### config.mk
export PLATFORM = sky130hd
export DESIGN_NAME = sync_frame_deframer_crc16_unit_flat
export DESIGN_NICKNAME = d
export VERILOG_FILES = /design/src/sv/sfd_pkg.sv /design/src/sv/sfd_if.sv /design/src/sv/sfd_cfg_regs.sv /design/src/sv/sync_frame_deframer_crc16_unit.sv /design/src/flat_wrapper.sv
export SDC_FILE = /design/constraint.sdc
export NUM_CORES = 1
export LEC_CHECK = 0
export ABC_AREA = 1
export ABC_CLOCK_PERIOD_IN_PS = 7250
export BUFFER_PORTS_ARGS = -buffer_cell sky130_fd_sc_hd__buf_4
export CAP_MARGIN = 5
export CORE_AREA = 5 5 186 188
export DETAILED_ROUTE_END_ITERATION = 12
export DIE_AREA = 0 0 191 193
export PLACE_DENSITY = 0.8
export SYNTH_ARGS = -nofsm -noshare
export SYNTH_HDL_FRONTEND = slang
export SYNTH_HIERARCHICAL = 1
export SYNTH_SLANG_ARGS = --single-unit
### constraint.sdc
create_clock -name i_clk -period 7.25 [get_ports i_clk]
set_input_delay 1.8125 -clock i_clk [delete_from_list [all_inputs] [get_ports i_clk]]
set_output_delay 1.8125 -clock i_clk [all_outputs]
set_load 0.02 [all_outputs]
### src/sv/sfd_pkg.sv
// Shared types and constants for the sync-framed byte deframer.
// No dependencies; used by the register block, the top level and the bench.
package sfd_pkg;

    // Parser phase
    typedef enum logic [2:0] {
        PH_SYNC1   = 3'd0,
        PH_SYNC2   = 3'd1,
        PH_HEADER  = 3'd2,
        PH_PAYLOAD = 3'd3,
        PH_CRC     = 3'd4
    } t_phase;

    // Result event codes
    localparam logic [1:0] EV_NONE    = 2'd0;
    localparam logic [1:0] EV_PAYLOAD = 2'd1;
    localparam logic [1:0] EV_GOOD    = 2'd2;
    localparam logic [1:0] EV_CRC_ERR = 2'd3;

    // Register indexes (byte address / 4)
    localparam logic [1:0] REG_FIRST_SYNC  = 2'd0;
    localparam logic [1:0] REG_SECOND_SYNC = 2'd1;
    localparam logic [1:0] REG_GAP_TIMEOUT = 2'd2;

    localparam int APB_ADDR_W = 4;

    // Register reset values
    localparam logic [7:0]  FIRST_SYNC_RST  = 8'hAA;
    localparam logic [7:0]  SECOND_SYNC_RST = 8'h55;
    localparam logic [15:0] GAP_TIMEOUT_RST = 16'd200;

    // Header byte offsets
    localparam int HDR_LEN_LO = 0;
    localparam int HDR_LEN_HI = 1;
    localparam int HDR_CMD    = 2;
    localparam int HDR_SEQ_LO = 3;
    localparam int HDR_SEQ_HI = 4;
    localparam int HDR_BYTES  = 6;

    // CRC-16/MODBUS
    localparam logic [15:0] CRC_INIT = 16'hFFFF;
    localparam logic [15:0] CRC_POLY = 16'hA001;

    typedef struct packed {
        logic [7:0]  first_sync;
        logic [7:0]  second_sync;
        logic [15:0] gap_timeout;
    } t_cfg;

    // One byte through the reflected CRC, LSB first
    function automatic logic [15:0] crc_byte(input logic [15:0] crc, input logic [7:0] b);
        logic [15:0] c;
        c = crc ^ {8'h00, b};
        for (int i = 0; i < 8; i++) begin
            if (c[0]) begin
                c = (c >> 1) ^ CRC_POLY;
            end else begin
                c = c >> 1;
            end
        end
        return c;
    endfunction

endpackage

### src/sv/sfd_if.sv
// Valid/ready stream interfaces for received bytes and parser results.
// Depends on nothing beyond plain logic types.
interface sfd_in_if;
    logic        valid;
    logic        ready;
    logic [7:0]  rx_byte;
    logic [31:0] arrival_ms;

    modport source(output valid, rx_byte, arrival_ms, input ready);
    modport sink(input valid, rx_byte, arrival_ms, output ready);
endinterface

interface sfd_out_if;
    logic        valid;
    logic        ready;
    logic [1:0]  event_res;
    logic [7:0]  payload_data;
    logic [7:0]  payload_index;
    logic [7:0]  pkt_cmd;
    logic [15:0] pkt_seq;
    logic [7:0]  pkt_flags;
    logic [8:0]  pkt_length;
    logic [31:0] ok_total;
    logic [31:0] crc_fail_total;

    modport source(output valid, event_res, payload_data, payload_index, pkt_cmd,
                   pkt_seq, pkt_flags, pkt_length, ok_total, crc_fail_total,
                   input ready);
    modport sink(input valid, event_res, payload_data, payload_index, pkt_cmd,
                 pkt_seq, pkt_flags, pkt_length, ok_total, crc_fail_total,
                 output ready);
endinterface

### src/sv/sfd_cfg_regs.sv
// APB-style configuration registers: sync bytes and inter-byte gap timeout.
// Depends on sfd_pkg for the register map, reset values and t_cfg.
module sfd_cfg_regs (
    input  logic                           i_clk,
    input  logic                           i_rst_n,
    input  logic                           psel,
    input  logic                           penable,
    input  logic                           pwrite,
    input  logic [sfd_pkg::APB_ADDR_W-1:0] paddr,
    input  logic [31:0]                    pwdata,
    output logic [31:0]                    prdata,
    output logic                           pready,
    output sfd_pkg::t_cfg                  o_cfg
);

    sfd_pkg::t_cfg r_cfg;
    logic          wr_en;
    logic [1:0]    reg_idx;

    assign pready  = 1'b1;
    assign wr_en   = psel & penable & pwrite & pready;
    assign reg_idx = paddr[3:2];
    assign o_cfg   = r_cfg;

    // Register writes
    always_ff @(posedge i_clk) begin
        if (!i_rst_n) begin
            r_cfg.first_sync  <= sfd_pkg::FIRST_SYNC_RST;
            r_cfg.second_sync <= sfd_pkg::SECOND_SYNC_RST;
            r_cfg.gap_timeout <= sfd_pkg::GAP_TIMEOUT_RST;
        end else if (wr_en) begin
            unique case (reg_idx)
                sfd_pkg::REG_FIRST_SYNC:  r_cfg.first_sync  <= pwdata[7:0];
                sfd_pkg::REG_SECOND_SYNC: r_cfg.second_sync <= pwdata[7:0];
                sfd_pkg::REG_GAP_TIMEOUT: r_cfg.gap_timeout <= pwdata[15:0];
                default: ;
            endcase
        end
    end

    // Read mux
    always_comb begin
        unique case (reg_idx)
            sfd_pkg::REG_FIRST_SYNC:  prdata = {24'h0, r_cfg.first_sync};
            sfd_pkg::REG_SECOND_SYNC: prdata = {24'h0, r_cfg.second_sync};
            sfd_pkg::REG_GAP_TIMEOUT: prdata = {16'h0, r_cfg.gap_timeout};
            default:                  prdata = 32'h0;
        endcase
    end

endmodule

### src/sv/sync_frame_deframer_crc16_unit.sv
// Top level of the sync-framed byte deframer with CRC-16/MODBUS check.
// Depends on sfd_pkg, the sfd_in_if / sfd_out_if interfaces and sfd_cfg_regs.
//
// Usage:
//   i_in carries one received byte plus its millisecond timestamp per beat.
//   Every accepted byte produces exactly one beat on o_out: event_res tells
//   whether it was nothing, a payload byte (with data and index), or a frame
//   verdict (good / CRC error, with command, sequence, flags and length).
//   ok_total and crc_fail_total ride along on every beat and wrap.
//   Registers (APB, byte address 4*i): first sync byte, second sync byte,
//   gap timeout in ms. Write them only while no bytes are in flight.
// Timing:
//   The result is registered and valid in the cycle after input accept. The
//   parser state, byte-wise CRC and timeout compare are all combinational,
//   so a byte is taken every cycle while the receiver keeps up; sustained
//   rate is one byte per clock. When the receiver stalls, the result beat
//   holds in the output register and i_in.ready drops until it is taken.
// Reset:
//   Synchronous, active low: parser back to first-sync hunt, CRC to FFFF,
//   counters and registers to their defaults, output empty.
module sync_frame_deframer_crc16_unit #(
    parameter int MAX_PAYLOAD = 256
) (
    input  logic                           i_clk,
    input  logic                           i_rst_n,
    sfd_in_if.sink                         i_in,
    sfd_out_if.source                      o_out,
    input  logic                           psel,
    input  logic                           penable,
    input  logic                           pwrite,
    input  logic [sfd_pkg::APB_ADDR_W-1:0] paddr,
    input  logic [31:0]                    pwdata,
    output logic [31:0]                    prdata,
    output logic                           pready
);

    localparam int CNT_RAW = $clog2(MAX_PAYLOAD + 1);
    localparam int CNT_W   = (CNT_RAW < 3) ? 3 : CNT_RAW;
    localparam logic [15:0] MAX_LEN = 16'(MAX_PAYLOAD);

    sfd_pkg::t_cfg cfg;

    sfd_cfg_regs u_regs (
        .i_clk   (i_clk),
        .i_rst_n (i_rst_n),
        .psel    (psel),
        .penable (penable),
        .pwrite  (pwrite),
        .paddr   (paddr),
        .pwdata  (pwdata),
        .prdata  (prdata),
        .pready  (pready),
        .o_cfg   (cfg)
    );

    // Parser state
    sfd_pkg::t_phase   r_phase, n_phase;
    logic [CNT_W-1:0]  r_cnt, n_cnt;
    logic [15:0]       r_len, n_len;
    logic [7:0]        r_cmd, n_cmd;
    logic [15:0]       r_seq, n_seq;
    logic [7:0]        r_flags, n_flags;
    logic [15:0]       r_crc, n_crc;
    logic [7:0]        r_crc_lo, n_crc_lo;
    logic [31:0]       r_last_ms;
    logic [31:0]       r_ok_cnt, n_ok_cnt;
    logic [31:0]       r_err_cnt, n_err_cnt;

    // Result register
    logic              r_out_valid;
    logic [1:0]        r_ev, n_ev;
    logic [7:0]        r_pdata, n_pdata;
    logic [7:0]        r_pidx, n_pidx;
    logic [7:0]        r_ocmd, n_ocmd;
    logic [15:0]       r_oseq, n_oseq;
    logic [7:0]        r_oflags, n_oflags;
    logic [8:0]        r_olen, n_olen;

    // Working values after the gap check
    sfd_pkg::t_phase   g_phase;
    logic [CNT_W-1:0]  g_cnt;
    logic [15:0]       g_len;
    logic [15:0]       g_crc;
    logic [CNT_W-1:0]  cnt_inc;
    logic [15:0]       cnt_ext;
    logic [15:0]       crc_in;
    logic [31:0]       gap_ms;
    logic              gap_hit;
    logic [7:0]        b;
    logic              in_beat;

    assign b       = i_in.rx_byte;
    assign in_beat = i_in.valid & i_in.ready;
    assign i_in.ready = ~r_out_valid | o_out.ready;

    assign gap_ms  = i_in.arrival_ms - r_last_ms;
    assign gap_hit = (r_phase != sfd_pkg::PH_SYNC1) && (gap_ms > {16'h0, cfg.gap_timeout});

    // Timeout restart ahead of the phase decode
    always_comb begin
        if (gap_hit) begin
            g_phase = sfd_pkg::PH_SYNC1;
            g_cnt   = '0;
            g_len   = 16'h0;
            g_crc   = sfd_pkg::CRC_INIT;
        end else begin
            g_phase = r_phase;
            g_cnt   = r_cnt;
            g_len   = r_len;
            g_crc   = r_crc;
        end
    end

    assign cnt_inc = g_cnt + 1'b1;
    assign cnt_ext = 16'(g_cnt);
    assign crc_in  = sfd_pkg::crc_byte(g_crc, b);

    // Phase decode: next state and the result for this beat
    always_comb begin
        n_phase   = g_phase;
        n_cnt     = g_cnt;
        n_len     = g_len;
        n_crc     = g_crc;
        n_cmd     = r_cmd;
        n_seq     = r_seq;
        n_flags   = r_flags;
        n_crc_lo  = r_crc_lo;
        n_ok_cnt  = r_ok_cnt;
        n_err_cnt = r_err_cnt;
        n_ev      = sfd_pkg::EV_NONE;
        n_pdata   = 8'h0;
        n_pidx    = 8'h0;
        n_ocmd    = 8'h0;
        n_oseq    = 16'h0;
        n_oflags  = 8'h0;
        n_olen    = 9'h0;

        unique case (g_phase)
            sfd_pkg::PH_SYNC1: begin
                if (b == cfg.first_sync) begin
                    n_phase = sfd_pkg::PH_SYNC2;
                end
            end
            sfd_pkg::PH_SYNC2: begin
                n_cnt = '0;
                n_crc = sfd_pkg::CRC_INIT;
                if (b == cfg.second_sync) begin
                    n_phase = sfd_pkg::PH_HEADER;
                end else begin
                    n_phase = sfd_pkg::PH_SYNC1;
                    n_len   = 16'h0;
                end
            end
            sfd_pkg::PH_HEADER: begin
                if (g_cnt == CNT_W'(sfd_pkg::HDR_LEN_LO)) begin
                    n_len = {8'h0, b};
                end else if (g_cnt == CNT_W'(sfd_pkg::HDR_LEN_HI)) begin
                    n_len = {b, g_len[7:0]};
                end else if (g_cnt == CNT_W'(sfd_pkg::HDR_CMD)) begin
                    n_cmd = b;
                end else if (g_cnt == CNT_W'(sfd_pkg::HDR_SEQ_LO)) begin
                    n_seq = {8'h0, b};
                end else if (g_cnt == CNT_W'(sfd_pkg::HDR_SEQ_HI)) begin
                    n_seq = {b, r_seq[7:0]};
                end else begin
                    n_flags = b;
                end
                // CRC covers command onward
                if (g_cnt >= CNT_W'(sfd_pkg::HDR_CMD)) begin
                    n_crc = crc_in;
                end
                n_cnt = cnt_inc;
                if (cnt_inc >= CNT_W'(sfd_pkg::HDR_BYTES)) begin
                    n_cnt = '0;
                    if (n_len > MAX_LEN) begin
                        n_phase = sfd_pkg::PH_SYNC1;
                        n_len   = 16'h0;
                        n_crc   = sfd_pkg::CRC_INIT;
                    end else if (n_len == 16'h0) begin
                        n_phase = sfd_pkg::PH_CRC;
                    end else begin
                        n_phase = sfd_pkg::PH_PAYLOAD;
                    end
                end
            end
            sfd_pkg::PH_PAYLOAD: begin
                n_ev    = sfd_pkg::EV_PAYLOAD;
                n_pdata = b;
                n_pidx  = cnt_ext[7:0];
                n_crc   = crc_in;
                n_cnt   = cnt_inc;
                if (16'(cnt_inc) >= g_len) begin
                    n_cnt   = '0;
                    n_phase = sfd_pkg::PH_CRC;
                end
            end
            sfd_pkg::PH_CRC: begin
                if (g_cnt == '0) begin
                    n_crc_lo = b;
                    n_cnt    = CNT_W'(1);
                end else begin
                    if ({b, r_crc_lo} == g_crc) begin
                        n_ev     = sfd_pkg::EV_GOOD;
                        n_ok_cnt = r_ok_cnt + 32'd1;
                    end else begin
                        n_ev      = sfd_pkg::EV_CRC_ERR;
                        n_err_cnt = r_err_cnt + 32'd1;
                    end
                    n_ocmd   = r_cmd;
                    n_oseq   = r_seq;
                    n_oflags = r_flags;
                    n_olen   = g_len[8:0];
                    // back to hunting
                    n_phase  = sfd_pkg::PH_SYNC1;
                    n_cnt    = '0;
                    n_len    = 16'h0;
                    n_crc    = sfd_pkg::CRC_INIT;
                end
            end
            default: begin
                n_phase = sfd_pkg::PH_SYNC1;
                n_cnt   = '0;
                n_len   = 16'h0;
                n_crc   = sfd_pkg::CRC_INIT;
            end
        endcase
    end

    // Parser state update on each input beat
    always_ff @(posedge i_clk) begin
        if (!i_rst_n) begin
            r_phase   <= sfd_pkg::PH_SYNC1;
            r_cnt     <= '0;
            r_len     <= 16'h0;
            r_cmd     <= 8'h0;
            r_seq     <= 16'h0;
            r_flags   <= 8'h0;
            r_crc     <= sfd_pkg::CRC_INIT;
            r_crc_lo  <= 8'h0;
            r_last_ms <= 32'h0;
            r_ok_cnt  <= 32'h0;
            r_err_cnt <= 32'h0;
        end else if (in_beat) begin
            r_phase   <= n_phase;
            r_cnt     <= n_cnt;
            r_len     <= n_len;
            r_cmd     <= n_cmd;
            r_seq     <= n_seq;
            r_flags   <= n_flags;
            r_crc     <= n_crc;
            r_crc_lo  <= n_crc_lo;
            r_last_ms <= i_in.arrival_ms;
            r_ok_cnt  <= n_ok_cnt;
            r_err_cnt <= n_err_cnt;
        end
    end

    // Output valid flag
    always_ff @(posedge i_clk) begin
        if (!i_rst_n) begin
            r_out_valid <= 1'b0;
        end else if (in_beat) begin
            r_out_valid <= 1'b1;
        end else if (o_out.ready) begin
            r_out_valid <= 1'b0;
        end
    end

    // Output payload
    always_ff @(posedge i_clk) begin
        if (in_beat) begin
            r_ev     <= n_ev;
            r_pdata  <= n_pdata;
            r_pidx   <= n_pidx;
            r_ocmd   <= n_ocmd;
            r_oseq   <= n_oseq;
            r_oflags <= n_oflags;
            r_olen   <= n_olen;
        end
    end

    assign o_out.valid          = r_out_valid;
    assign o_out.event_res      = r_ev;
    assign o_out.payload_data   = r_pdata;
    assign o_out.payload_index  = r_pidx;
    assign o_out.pkt_cmd        = r_ocmd;
    assign o_out.pkt_seq        = r_oseq;
    assign o_out.pkt_flags      = r_oflags;
    assign o_out.pkt_length     = r_olen;
    // counters reflect state after the beat held in the output register
    assign o_out.ok_total       = r_ok_cnt;
    assign o_out.crc_fail_total = r_err_cnt;

endmodule

### src/flat_wrapper.sv
// flat-port wrapper written by rule: the top's interface ports become plain ports
module sync_frame_deframer_crc16_unit_flat 
#(
    parameter int MAX_PAYLOAD = 256
)
  (i_clk, i_rst_n, psel, penable, pwrite, paddr, pwdata, prdata, pready, i_in_valid, i_in_rx_byte, i_in_arrival_ms, i_in_ready, o_out_valid, o_out_event_res, o_out_payload_data, o_out_payload_index, o_out_pkt_cmd, o_out_pkt_seq, o_out_pkt_flags, o_out_pkt_length, o_out_ok_total, o_out_crc_fail_total, o_out_ready);
  sfd_in_if i_in_i ();
  sfd_out_if o_out_i ();
  input  logic i_clk;
  input  logic i_rst_n;
  input  logic psel;
  input  logic penable;
  input  logic pwrite;
  input  logic [sfd_pkg::APB_ADDR_W-1:0] paddr;
  input  logic [31:0] pwdata;
  output logic [31:0] prdata;
  output logic pready;
  input wire logic [$bits(i_in_i.valid)-1:0] i_in_valid;
  input wire logic [$bits(i_in_i.rx_byte)-1:0] i_in_rx_byte;
  input wire logic [$bits(i_in_i.arrival_ms)-1:0] i_in_arrival_ms;
  output wire logic [$bits(i_in_i.ready)-1:0] i_in_ready;
  output wire logic [$bits(o_out_i.valid)-1:0] o_out_valid;
  output wire logic [$bits(o_out_i.event_res)-1:0] o_out_event_res;
  output wire logic [$bits(o_out_i.payload_data)-1:0] o_out_payload_data;
  output wire logic [$bits(o_out_i.payload_index)-1:0] o_out_payload_index;
  output wire logic [$bits(o_out_i.pkt_cmd)-1:0] o_out_pkt_cmd;
  output wire logic [$bits(o_out_i.pkt_seq)-1:0] o_out_pkt_seq;
  output wire logic [$bits(o_out_i.pkt_flags)-1:0] o_out_pkt_flags;
  output wire logic [$bits(o_out_i.pkt_length)-1:0] o_out_pkt_length;
  output wire logic [$bits(o_out_i.ok_total)-1:0] o_out_ok_total;
  output wire logic [$bits(o_out_i.crc_fail_total)-1:0] o_out_crc_fail_total;
  input wire logic [$bits(o_out_i.ready)-1:0] o_out_ready;
  assign i_in_i.valid = i_in_valid;
  assign i_in_i.rx_byte = i_in_rx_byte;
  assign i_in_i.arrival_ms = i_in_arrival_ms;
  assign i_in_ready = i_in_i.ready;
  assign o_out_valid = o_out_i.valid;
  assign o_out_event_res = o_out_i.event_res;
  assign o_out_payload_data = o_out_i.payload_data;
  assign o_out_payload_index = o_out_i.payload_index;
  assign o_out_pkt_cmd = o_out_i.pkt_cmd;
  assign o_out_pkt_seq = o_out_i.pkt_seq;
  assign o_out_pkt_flags = o_out_i.pkt_flags;
  assign o_out_pkt_length = o_out_i.pkt_length;
  assign o_out_ok_total = o_out_i.ok_total;
  assign o_out_crc_fail_total = o_out_i.crc_fail_total;
  assign o_out_i.ready = o_out_ready;
  sync_frame_deframer_crc16_unit #(.MAX_PAYLOAD(MAX_PAYLOAD)) u_core (.i_clk(i_clk), .i_rst_n(i_rst_n), .i_in(i_in_i), .o_out(o_out_i), .psel(psel), .penable(penable), .pwrite(pwrite), .paddr(paddr), .pwdata(pwdata), .prdata(prdata), .pready(pready));
endmodule
==> out/qor.log <==
[detailed_routing] number of iterations in the first detailed-routing pass 5
[setup_path] WS Path Type in2reg
[yosys] most frequent cell after synthesis sky130_fd_sc_hd__nand2_1
[finish] non-filler cells in the finished layout 3423
[die] die extent in x 191 um
[timing] post-route clock period utilization 92.82%
[setup_path] most frequent cell on the critical path sky130_fd_sc_hd__nand2_1
[placement] post-place instance area 20130 um^2
[finish] post-route cell area 21200 um^2
[global_routing] number of antenna violations at the first check in global routing 0
[die] initial standard-cell utilization of the core 53.94%
[clock_network] Num Clock Sinks 272
[power_and_ir_drop] Static Leak 9.801 nW
[yosys] number of different library cells in the post-synthesis netlist 59
[timing] final count of pins violating max slew 0
[yosys] most area-consuming cells after synthesis sky130_fd_sc_hd__dfxtp_1 24%, sky130_fd_sc_hd__nand2_1 16%, sky130_fd_sc_hd__edfxtp_1 10%
[die] floorplan die area 36860 um^2
[yosys] flops & latches, synth 272
[outcome] result of the run completed
[power_and_ir_drop] peak ir drop on the vdd network 190.9 uV
[finish] fraction of layout cells with a size suffix above 1 14.53%
[setup_path] CP max FO 4
[placement] DP Cell Count 3367
[yosys] Post-Synthesis Cells 2710
[die] area of the placeable core 32950 um^2
[timing] worst slew margin relative to its limit 39.09%
[yosys] commonest register cell after synthesis sky130_fd_sc_hd__dfxtp_1
[clock_network] root buffer cell sky130_fd_sc_hd__clkbuf_16
[setup_path] launching element type of the critical path primary input
[finish] nets@finish 3096
[timing] post-route worst setup slack 0.5209 ns
[setup_path] slowest cell on the critical path sky130_fd_sc_hd__fa_1
[setup_path] WP data arrival 7.23 ns
[yosys] top cell type's share of synthesized area 24.00%
[detailed_routing] DRC Markers 0
[yosys] Yosys Warn Count 6
[detailed_routing] initial drt markers 1358
[clock_network] Clk Latency, worst-skew pair 0.59 ns
[timing] Setup Viol. Count Final 0
[die] number of placed I/O pins 241
[timing] final hold violation count 0
[detailed_routing] routed wire length 51.50 mm
[power_and_ir_drop] overall power of the completed layout 3.876 mW
[placement] number of buffers added on ports 205
[placement] minimum setup slack after placement -0.2372 ns
[global_routing] wire length of the first global-routing pass 82.75 mm
[yosys] cell taking the most area after synthesis sky130_fd_sc_hd__dfxtp_1
[clock_network] number of H-tree branching levels 1
[global_routing] pin count of the biggest net entering global routing 97
[clock_network] clock tree from TritonCTS done
[yosys] number of synthesized flops with an enable pin 59
[placement] Post-DP HPWL 37.96 mm
[yosys] leading cell types by count after synthesis 750 x sky130_fd_sc_hd__nand2_1, 394 x sky130_fd_sc_hd__inv_1, 256 x sky130_fd_sc_hd__nor2_1, 213 x sky130_fd_sc_hd__dfxtp_1, 206 x sky130_fd_sc_hd__a21oi_1
[detailed_routing] detailed-route wire length per cell 15.04 um
[yosys] Avg Inst Size Synth 6.557 um^2
[setup_path] Worst Setup End Kind flip-flop
[yosys] synthesized cell area 17770 um^2
[placement] final weighted congestion in routability-driven placement 0.9463
[setup_path] required time of the worst setup path 7.76 ns
[timing] final setup skew 0.02370 ns
[flow_run] Max Cap Viol 0
[finish] P&R area growth vs syn 19.28%
[timing] actual transition at the worst max-transition pin 0.9103 ns
[detailed_routing] count of vias placed by the detailed router 18.03k
[global_routing] number of global-route vias before repair 17.16k
[timing] peak clock frequency supported by timing 148.6 MHz
[setup_path] slowest cell delay on critical path 0.39 ns
[clock_network] maximum buffer depth of the clock tree 3
[detailed_routing] Final ANT Viol Nets 0
[clock_network] clock buffers created by TritonCTS 30
[power_and_ir_drop] total power divided by cell area 182.9 nW/um^2
[yosys] share of flip-flops with an asynchronous set or reset after synthesis 0%
[die] number of rows created at floorplan 67
[timing] unrepaired setup endpoints after global routing no
[clock_network] register clock-pin slew on the reported worst setup and hold paths 0.06 ns
[timing] setup total negative slack 0 ns
[global_routing] GRT Total Usage 26.96%
[timing] post-layout minimum cycle time 6.729 ns
[detailed_routing] number of vias per cell after detailed routing 5.268
[die] overall die height 193 um
[finish] fill cell count 3061
[worst_hold_path] Hold/Removal Path Class reg2reg
[global_routing] GRT Residual Overflow 0
[yosys] register area share after synthesis 33.97%
path summary, 6_finish.rpt:
kind / slack (ns) / from / end / depth (start not counted)
max: 0.52 / i_in_arrival_ms[0] / u_core/r_phase[0] / 44
min: 0.46 / u_core/r_last_ms[24] / u_core/r_last_ms[24] / 2
max reg2reg: 1.57 / u_core/r_last_ms[11] / u_core/r_phase[0] / 42
min reg2reg: 0.46 / u_core/r_last_ms[24] / u_core/r_last_ms[24] / 2
routing by layer:
metal  share of wire, %  track usage [%]  up-vias
met5                  0                0        -
li1                   -                -     9105
met1                 41            33.26     8151
met4                3.2            9.503        0
met3                6.4            3.583      113
met2                 49            48.58      665
kinds of logic after synthesis:
logic type      after synthesis  synth area share (%)
fa+ha+maj                    62                 4.408
simple gates               1349                 32.71
buf+inv                     527                 12.23
other cells                   2               0.04226
flops                       272                 33.97
compound gates              399                 11.77
xor+xnor                     99                 4.880
area by class of cell:
cell class	instances	area [um^2]	share of cell area (%)
diodes	1	2.502	0.01181
clock buffers	42	825.8	3.896
clock inverters	13	217.7	1.027
inverters	413	1556	7.344
multi-input cells	1926	9647	45.51
flip-flops and latches	272	6036	28.48
well taps	448	560.5	2.645
repair buffers	308	2350	11.09
placed cells by master, fill, tap and decap left out, types with 20 or more instances in the layout:
cell type,count
sky130_fd_sc_hd__nand2_1,748
sky130_fd_sc_hd__inv_1,393
sky130_fd_sc_hd__buf_4,305
sky130_fd_sc_hd__nor2_1,253
sky130_fd_sc_hd__dfxtp_1,213
sky130_fd_sc_hd__a21oi_1,206
sky130_fd_sc_hd__nand3_1,142
sky130_fd_sc_hd__o21ai_0,125
sky130_fd_sc_hd__xor2_1,78
sky130_fd_sc_hd__ha_1,61
sky130_fd_sc_hd__nand4_1,59
sky130_fd_sc_hd__edfxtp_1,59
sky130_fd_sc_hd__nor3_1,52
sky130_fd_sc_hd__o21ai_1,35
sky130_fd_sc_hd__clkbuf_16,30
sky130_fd_sc_hd__xnor2_1,20
sky130_fd_sc_hd__nor4_1,20
worst max-delay path: cells and delay by family:
kind	cells	cell delay (ns)
buffers and inverters	7	0.57
adder cells (fa/ha/maj)	5	1.50
XOR/XNOR	1	0.09
AND/OR/NAND/NOR	24	2.28
AO/OA/AOI/OAI	7	0.98
power by group:
part,internal (mW),leakage [nW],switching [mW]
sequential,1.58,2.33,0.0127
combinational,0.252,6.97,0.427
clock,0.972,0.499,0.630
stage by stage:
stage          util, %  hold slack (ns)
2_1_floorplan        -           0.4300
3_3_place_gp     61.11           0.4427
3_5_place_dp     61.11           0.4488
4_1_cts          64.27           0.4581
5_1_grt          64.33           0.4756
6_report         64.33           0.4576
sequential cells by signal, indices dropped and copies added (netlist names), 16 cells and up:
name	count
u_core/u_regs/o_cfg	32
u_core/r_seq	16
u_core/r_len	16
u_core/o_out.pkt_seq	16
u_core/o_out.crc_fail_total	32
u_core/r_last_ms	32
u_core/o_out.ok_total	32
u_core/r_crc	16
what timing repair did:
| action | CTS | global route |
|---|---|---|
| resized for setup | 0 | 7 |
| hold buffers | 0 | 0 |
| buffers inserted | 0 | 0 |
| endpoints found under the setup margin | 0 | 12 |
Note: power is estimated with default switching activity, not from simulation.
